==> src/rtl/cascaded_moving_average_iq_defines.svh <==
// Assertion macros shared by the cascaded moving-average I/Q filter.
`ifndef CASCADED_MOVING_AVERAGE_IQ_DEFINES_SVH
`define CASCADED_MOVING_AVERAGE_IQ_DEFINES_SVH

// Check that expr holds in the same cycle whenever cond holds.
`define CMA_ASSERT_IMPLY(label, cond, expr) \
    label: assert property (@(posedge clk) disable iff (!rst_n) (cond) |-> (expr)) \
        else $error("cma: same-cycle check failed");

// Check that expr holds in the cycle after cond holds.
`define CMA_ASSERT_NEXT(label, cond, expr) \
    label: assert property (@(posedge clk) disable iff (!rst_n) (cond) |=> (expr)) \
        else $error("cma: next-cycle check failed");

`endif

==> src/rtl/cma_pkg.sv <==
// Shared constants and types of the cascaded moving-average I/Q filter.
`default_nettype none

package cma_pkg;

    // Parameter defaults
    localparam int MAX_WINDOW_DEF  = 64;
    localparam int MAX_STAGES_DEF  = 4;
    localparam int SAMPLE_BITS_DEF = 16;

    // Register field widths
    localparam int WL_W       = 7;
    localparam int PC_W       = 3;
    localparam int MANT_W     = 16;
    localparam int SHIFT_W    = 6;
    localparam int CFG_DATA_W = 16;
    localparam int CFG_IDX_W  = 2;

    // Register reset values
    localparam logic [WL_W-1:0]    WL_RESET    = 7'd1;
    localparam logic [PC_W-1:0]    PC_RESET    = 3'd1;
    localparam logic [MANT_W-1:0]  MANT_RESET  = 16'd1;
    localparam logic [SHIFT_W-1:0] SHIFT_RESET = 6'd0;

    // Register indexes
    typedef enum logic [CFG_IDX_W-1:0] {
        REG_WINDOW_LENGTH  = 2'd0,
        REG_PASS_COUNT     = 2'd1,
        REG_SCALE_MANTISSA = 2'd2,
        REG_SCALE_SHIFT    = 2'd3
    } cfg_index_t;

    // Control that travels with each word from cell to cell
    typedef struct packed {
        logic valid;   // word present
        logic last;    // word sits at the final delay-line position
    } cell_ctl_t;

endpackage

`default_nettype wire

==> src/rtl/cma_scale.sv <==
// Output scaling: split multiply, rounding shift and saturation for I and Q.
`default_nettype none

module cma_scale #(
    parameter int SUM_W       = 40,
    parameter int SAMPLE_BITS = cma_pkg::SAMPLE_BITS_DEF
) (
    input  wire logic                          clk,
    input  wire logic                          rst_n,
    input  wire logic                          adv,
    input  wire logic                          in_valid,
    input  wire logic signed [SUM_W-1:0]       sum_i,
    input  wire logic signed [SUM_W-1:0]       sum_q,
    input  wire logic [cma_pkg::MANT_W-1:0]    mantissa,
    input  wire logic [cma_pkg::SHIFT_W-1:0]   shift,
    output logic                               out_valid,
    output logic [SAMPLE_BITS-1:0]             out_i,
    output logic [SAMPLE_BITS-1:0]             out_q,
    output logic                               clipped
);

    localparam int MANT_W = cma_pkg::MANT_W;
    localparam int LO_W   = SUM_W / 2;
    localparam int HI_W   = SUM_W - LO_W;
    localparam int LOP_W  = LO_W + MANT_W;
    localparam int HIP_W  = HI_W + MANT_W + 1;
    localparam int P_W    = SUM_W + MANT_W + 1;

    localparam logic signed [P_W-1:0] SAT_HI = P_W'(2 ** (SAMPLE_BITS - 1) - 1);
    localparam logic signed [P_W-1:0] SAT_LO = P_W'(-(2 ** (SAMPLE_BITS - 1)));
    localparam logic [SAMPLE_BITS-1:0] RAIL_HI = SAT_HI[SAMPLE_BITS-1:0];
    localparam logic [SAMPLE_BITS-1:0] RAIL_LO = SAT_LO[SAMPLE_BITS-1:0];

    logic signed [SUM_W-1:0] ch_sum [2];

    logic                    v1_reg;
    logic                    v2_reg;
    logic                    v3_reg;
    logic                    out_valid_reg;
    logic                    zero_sh_reg;
    logic [2:0]              ch_clip;
    logic [SAMPLE_BITS-1:0]  ch_out [2];

    assign ch_sum[0] = sum_i;
    assign ch_sum[1] = sum_q;

    // Advance the valid flags
    always_ff @(posedge clk or negedge rst_n)
    begin
        if (!rst_n)
        begin
            v1_reg        <= 1'b0;
            v2_reg        <= 1'b0;
            v3_reg        <= 1'b0;
            out_valid_reg <= 1'b0;
        end
        else if (adv)
        begin
            v1_reg        <= in_valid;
            v2_reg        <= v1_reg;
            v3_reg        <= v2_reg;
            out_valid_reg <= v3_reg;
        end
    end

    // Hold whether the shift is zero alongside the shifted product
    always_ff @(posedge clk)
    begin
        if (adv && v2_reg)
        begin
            zero_sh_reg <= (shift == '0);
        end
    end

    for (genvar ch = 0; ch < 2; ch++)
    begin : g_ch
        logic [LOP_W-1:0]        lo_reg;
        logic signed [HIP_W-1:0] hi_reg;
        logic [LOP_W-1:0]        lo_next;
        logic signed [HIP_W-1:0] hi_next;
        logic signed [P_W-1:0]   p_reg;
        logic signed [P_W-1:0]   p_next;
        logic signed [P_W-1:0]   q_reg;
        logic signed [P_W-1:0]   q_next;
        logic signed [P_W-1:0]   r;
        logic [SAMPLE_BITS-1:0]  o_reg;
        logic [SAMPLE_BITS-1:0]  o_next;
        logic                    c_reg;
        logic                    c_next;

        // Partial products of the low and high halves of the sum
        always_comb
        begin
            lo_next = LOP_W'(ch_sum[ch][LO_W-1:0]) * LOP_W'(mantissa);
            hi_next = HIP_W'($signed(ch_sum[ch][SUM_W-1:LO_W]))
                      * HIP_W'($signed({1'b0, mantissa}));
            p_next  = (P_W'(hi_reg) <<< LO_W) + P_W'($signed({1'b0, lo_reg}));
            q_next  = (shift == '0) ? p_reg : (p_reg >>> (shift - 1'b1));
        end

        // Round half up: floor shift, then add the bit just below
        always_comb
        begin
            if (zero_sh_reg)
            begin
                r = q_reg;
            end
            else
            begin
                r = (q_reg >>> 1) + $signed({{(P_W-1){1'b0}}, q_reg[0]});
            end
            c_next = 1'b0;
            o_next = r[SAMPLE_BITS-1:0];
            if (r > SAT_HI)
            begin
                o_next = RAIL_HI;
                c_next = 1'b1;
            end
            else if (r < SAT_LO)
            begin
                o_next = RAIL_LO;
                c_next = 1'b1;
            end
        end

        // Multiply, combine, shift and saturate stages
        always_ff @(posedge clk)
        begin
            if (adv && in_valid)
            begin
                lo_reg <= lo_next;
                hi_reg <= hi_next;
            end
            if (adv && v1_reg)
            begin
                p_reg <= p_next;
            end
            if (adv && v2_reg)
            begin
                q_reg <= q_next;
            end
            if (adv && v3_reg)
            begin
                o_reg <= o_next;
                c_reg <= c_next;
            end
        end

        assign ch_out[ch]  = o_reg;
        assign ch_clip[ch] = c_reg;
    end

    assign ch_clip[2] = ch_clip[0] | ch_clip[1];
    assign out_valid  = out_valid_reg;
    assign out_i      = ch_out[0];
    assign out_q      = ch_out[1];
    assign clipped    = ch_clip[2];

endmodule

`default_nettype wire

==> config.mk <==
export PLATFORM = sky130hd
export DESIGN_NAME = cma_scale
export DESIGN_NICKNAME = d
export VERILOG_FILES = /design/src/rtl/cascaded_moving_average_iq_defines.svh /design/src/rtl/cma_pkg.sv /design/src/rtl/cma_scale.sv
export SDC_FILE = /design/constraint.sdc
export NUM_CORES = 2
export LEC_CHECK = 0
export ABC_CLOCK_PERIOD_IN_PS = 6630
export BUFFER_PORTS_ARGS = -buffer_cell sky130_fd_sc_hd__buf_2
export CAP_MARGIN = 20
export CORE_MARGIN = 1.5
export CORE_UTILIZATION = 60
export DETAILED_ROUTE_END_ITERATION = 8
export HOLD_SLACK_MARGIN = 0.15
export PLACE_DENSITY_LB_ADDON = 0.15
export SETUP_SLACK_MARGIN = 0.3
export SYNTH_ARGS = -nofsm -noshare
export SYNTH_HDL_FRONTEND = slang
export SYNTH_SLANG_ARGS = --single-unit
==> constraint.sdc <==
create_clock -name clk -period 6.63 [get_ports clk]
set_input_delay 0.663 -clock clk [delete_from_list [all_inputs] [get_ports clk]]
set_output_delay 0.663 -clock clk [all_outputs]
set_load 0.02 [all_outputs]
After elaboration in Yosys (flattened, before gate mapping)

Index checks and enable logic that the tools add are counted.

$add $sub $neg: 5
Multipliers: 4
$lt $le $gt $ge: 4
Shift operators: 2
Muxes and demuxes: 8
Bitwise logic cells: 1
Reduce and logical (&&, ||, !) cells: 5

Operators with widths:

| kind                                                            | count |
|---|---|
| 2-to-1 mux 57 bit                                               | 4 |
| adder 56 x 2 -> 57 bit                                          | 2 |
| adder 57 x 37 -> 57 bit                                         | 2 |
| greater-than comparator 57 x 16 -> 1 bit, second input constant | 2 |
| < comparator 57 x 16 -> 1 bit, second input constant            | 2 |
| >>> shifter 57 x 6 -> 57 bit                                    | 2 |
| multiplier 20 x 17 -> 37 bit                                    | 2 |
| multiplier 20 x 16 -> 36 bit                                    | 2 |
| 2-to-1 mux 16 bit                                               | 2 |
| zero test 6 bit                                                 | 1 |
| subtractor 6 x 1 -> 6 bit, second input constant                | 1 |
| logical AND 1 bit                                               | 4 |
| 2-to-1 mux 1 bit                                                | 2 |
| OR 1 bit                                                        | 1 |

Bits in registers: 413
Bits of input ports: 106
Output and inout bits: 34
Logic and storage cells: 46

Logic depth before layout (Yosys ltp)

Depth after elaboration: 4
Gate-level depth with buffers: 27
Depth with buffers taken out: 24

Worst setup path before layout

No wires, ideal clock.

Kind: input port to flip-flop
Start: input port mantissa[2] (netlist bit)
End: register g_ch[1].hi_reg[36], data pin
Setup time: 260 ps
Arrival time: 6951 ps
Data required time: 6370 ps
Path slack: -582 ps
Cell stages on the path: 23
Path buffers: 2
Cell sequence: clkbuf_1 > clkbuf_1 > nand2_1 > fa_1 > fa_1 > fa_1 > fa_1 > inv_1 > fa_1 > inv_1 > fa_1 > inv_1 > ha_1 > nand2_1 > a2111oi_0 > o21ai_0 > a2111oi_0 > a21oi_1 > o21bai_1 > o21a_1 > nand4_1 > a31oi_1 > xnor2_1

Word-level cells in the longest chain between the ends: 1

Ends and longest elaborated chain:

| what                         | line             | source |
|---|---|---|
| from (decl)                  | cma_scale.sv:14  | `input wire logic [cma_pkg::MANT_W-1:0] mantissa,` |
| multiplier 20 x 17 -> 37 bit | cma_scale.sv:96  | `* HIP_W'($signed({1'b0, mantissa}));` |
| net g_ch[1].hi_next[36]      | cma_scale.sv:80  | `logic signed [HIP_W-1:0] hi_next;` |
| to (signal assigned)         | cma_scale.sv:132 | `hi_reg <= hi_next;` |
| to (decl)                    | cma_scale.sv:78  | `logic signed [HIP_W-1:0] hi_reg;` |

The timed path passes the listed nets, and every way through them passes these cells.
A chain may end at the register's enable or synchronous reset.

Final worst setup path

Start: input port mantissa[7] (netlist bit)
End: register g_ch[1].hi_reg[36], data pin

The elaborated chain is that of the path after synthesis.

==> results.cfg <==
[timing]
rsz0062_at_grt = yes
max_slew_violation_total_from_the_final_report = 0
worst_pin_slew_ns = 1.10
final_period_minus_worst_setup_slack_ns = 6.33
finish_stage_setup_viols = 0
final.setup_skew_ns = 0.0384
fmax_mhz = 158
final_hold_viol_count = 0
final_min_period_over_clock_period_pct = 95.4
timing.max_slew.rel_slack_pct = 26.2

[routing]
drc = 0
drtIter0Drc = 4357
remaining_antenna_violation_count_after_routing = 1
routed-wl-met3_mm = 17.4
highest_layer = met5
dr_total_vias = 56654
wl_met2_mm = 93.4
routed_wl_mm = 203
detailedRoute.firstPassIterationCount = 5
routed_wire_length_per_instance_um = 20.8
vias_per_cell = 5.82
wirelength_met1_mm = 82.8

[worst_hold_path]
hold_path_depth = 2
worst_min_delay_path_category = input pin to register

[placement]
numPlacedInstances = 9601
postPlaceCellArea_sq_um = 77500
placement.io_buffers = 139
detailedPlacementHpwl_mm = 158
gp_congestion = 0.962

[global_routing]
grt_max_degree = 147
grt.total_usage_pct = 33.1
vias_in_the_first_global_route = 58348
antenna_found_initial = 8
wire_length_of_the_first_global_routing_pass_mm = 316
gr-total-overflow = 0

[setup_path]
timing.critical_path.arrival_ns = 6.64
crit_required_ns = 6.95
crit_fanout = 8
r2r_cells = 13
startpoint_type = input pin
critPathCaptureType = register
path_class = input pin to register

[layout]
p_r_area_growth_vs_syn_pct = 12.6
final_net_count = 9853
final_layout_size_suffix_gt1_share_pct = 14.1
stdcell_area_sq_um = 80800
final.fill_count = 9385
instances_no_fill = 9739

[yosys]
synth_warnings = 0
fraction_of_post_synthesis_cell_area_in_the_top_cell_type_by_area_pct = 31.9
asyncSetResetFlopFracSynth_pct = 0.969
synth_edf_count = 409
yosysTopAreaCell = sky130_fd_sc_hd__fa_1
synth.area.top_cells = sky130_fd_sc_hd__fa_1, sky130_fd_sc_hd__edfxtp_1, sky130_fd_sc_hd__ha_1
synth.net_count = 9488
seq_cells_post_synth = 413
yosys.cell_count.top_type = sky130_fd_sc_hd__inv_1
synthesis.area_sq_um = 71700
seq_area_frac_synth_pct = 17.3
postSynth.topFlopCell = sky130_fd_sc_hd__edfxtp_1
post_synth.cell_area_avg_sq_um = 9.20
yosys-top-cells-count = sky130_fd_sc_hd__inv_1, sky130_fd_sc_hd__nand2_1, sky130_fd_sc_hd__fa_1
syn_inst_count = 7798
synth_cell_type_count = 102

[cts]
clk_transition_reported_paths_ns = 0.06
ctsHtreeMaxLevel = 2
number_of_buffers_created_by_cts = 44
cts_tree = built
cts_sink_count = 413
clkLatencyLatePin_ns = 0.61
ctsLongestPathBuffers = 3
cts_root_buf = sky130_fd_sc_hd__clkbuf_16

[die]
fp.coreArea_sq_um = 118000
num_rows = 126
floorplan.initialDensity_pct = 60.7
die_h_um = 349
die_w_um = 349
die_area_sq_um = 122000
design.portCount = 140

[run_status]
failed_checks = antenna violations
outcome = complete, but fails checks

[job]
max_cap_viol_count = 0
final timing paths:
| kind | start | endpoint | slack [ns] |
|---|---|---|---|
| max | mantissa[7] | g_ch[1].hi_reg[36] | 0.30 |
| min | in_valid | v1_reg | 0.35 |
| max reg2reg | g_ch[0].q_reg[0] | g_ch[0].c_reg | 1.70 |
| min reg2reg | g_ch[0].lo_reg[1] | g_ch[0].p_reg[1] | 0.39 |
| max in group asynchronous | rst_n | v1_reg | 6.07 |
| min in group asynchronous | rst_n | v2_reg | 0.42 |
placed cells by master (no fill, tap or decap), types with 25 or more instances in the layout:
cell type and n:
sky130_fd_sc_hd__fa_1 1118, sky130_fd_sc_hd__xnor2_1 167, sky130_fd_sc_hd__nand2_1 1171, sky130_fd_sc_hd__nor2_1 249
sky130_fd_sc_hd__ha_1 408, sky130_fd_sc_hd__mux4_2 72, sky130_fd_sc_hd__and2_1 552, sky130_fd_sc_hd__o31ai_1 32
sky130_fd_sc_hd__fa_2 26, sky130_fd_sc_hd__edfxtp_1 409, sky130_fd_sc_hd__and2_4 25, sky130_fd_sc_hd__buf_2 122
sky130_fd_sc_hd__buf_4 536, sky130_fd_sc_hd__nor2b_1 28, sky130_fd_sc_hd__nor4_1 31, sky130_fd_sc_hd__a311oi_1 31
sky130_fd_sc_hd__a21o_1 123, sky130_fd_sc_hd__o21ai_1 31, sky130_fd_sc_hd__clkbuf_16 60, sky130_fd_sc_hd__nand4_1 44
sky130_fd_sc_hd__xor2_1 55, sky130_fd_sc_hd__ha_4 27, sky130_fd_sc_hd__mux2i_1 110, sky130_fd_sc_hd__buf_12 43
sky130_fd_sc_hd__inv_1 1369, sky130_fd_sc_hd__a21oi_1 252, sky130_fd_sc_hd__nor3_1 54, sky130_fd_sc_hd__nand3_1 128
sky130_fd_sc_hd__o21a_1 38, sky130_fd_sc_hd__o211ai_1 45, sky130_fd_sc_hd__a211oi_1 110, sky130_fd_sc_hd__and3_1 36
sky130_fd_sc_hd__a31oi_1 30, sky130_fd_sc_hd__o21ai_0 180
cell type report:
| class | count | area [sq um] | area share (%) |
|---|---|---|---|
| tap | 1536 | 1920 | 2.38 |
| clock buffer | 54 | 1160 | 1.44 |
| inverter | 1390 | 5220 | 6.46 |
| clock inverter | 24 | 210 | 0.260 |
| timing repair buffer | 750 | 6340 | 7.85 |
| antenna | 8 | 20.0 | 0.0248 |
| multi-input combinational | 5564 | 53500 | 66.3 |
| sequential | 413 | 12400 | 15.3 |
metrics by stage:
stage / setup TNS [ns] / hold slack [ns] / utilization, % / worst slack (ns)
detailed placement: -11.32 / 0.405 / 65.6 / -0.533
floorplan: -0.214 / 0.367 / - / -0.124
finish: 0 / 0.346 / 68.3 / 0.304
CTS: 0 / 0.316 / 66.9 / 0.278
global placement: -8.19 / 0.401 / 65.6 / -0.457
global route: 0 / 0.326 / 68.3 / 0.0773
repair_timing:
| item | CTS | global route |
|---|---|---|
| endpoints found under the hold margin | 4 | 0 |
| pin swaps | 9 | 146 |
| gates resized for setup | 18 | 245 |
| cloned | 2 | 17 |
| buffers inserted | 2 | 30 |
| setup endpoints to repair | 12 | 42 |
| hold buffers | 1 | 0 |
metal layers:
| layer | GRT usage (%) | vias to the layer above |
|---|---|---|
| li1 | - | 25778 |
| met1 | 45.8 | 27988 |
| met2 | 53.6 | 2391 |
| met3 | 4.99 | 495 |
| met4 | 11.2 | 2 |
| met5 | 0 | - |
worst max-delay path, cell delays in order:
cell and delay (ns):
sky130_fd_sc_hd__buf_8 0.10, sky130_fd_sc_hd__buf_12 0.14, sky130_fd_sc_hd__buf_12 0.14, sky130_fd_sc_hd__and2_1 0.15
sky130_fd_sc_hd__fa_1 0.54, sky130_fd_sc_hd__inv_1 0.06, sky130_fd_sc_hd__fa_2 0.46, sky130_fd_sc_hd__fa_1 0.43
sky130_fd_sc_hd__inv_1 0.09, sky130_fd_sc_hd__fa_1 0.44, sky130_fd_sc_hd__fa_1 0.55, sky130_fd_sc_hd__inv_1 0.05
sky130_fd_sc_hd__fa_1 0.57, sky130_fd_sc_hd__inv_2 0.06, sky130_fd_sc_hd__ha_4 0.28, sky130_fd_sc_hd__nand2_4 0.06
sky130_fd_sc_hd__a2111oi_4 0.38, sky130_fd_sc_hd__o21ai_2 0.15, sky130_fd_sc_hd__a2111oi_4 0.40, sky130_fd_sc_hd__a21oi_2 0.12
sky130_fd_sc_hd__o21bai_2 0.19, sky130_fd_sc_hd__o21a_1 0.18, sky130_fd_sc_hd__nand4_1 0.12, sky130_fd_sc_hd__a31oi_2 0.21
sky130_fd_sc_hd__xnor2_1 0.10
cell families after synthesis:
family / share of synthesized area, %
AND/OR/NAND/NOR: 16.5
flip-flops: 17.3
buffers and inverters: 9.77
XOR/XNOR: 2.85
adder cells (fa/ha/maj): 39.6
multiplexers: 4.11
AO/OA/AOI/OAI: 9.86
Power is left out: the tool's default activity adds up to more than one toggle a clock period on the data nets, which glitch-free logic cannot reach.
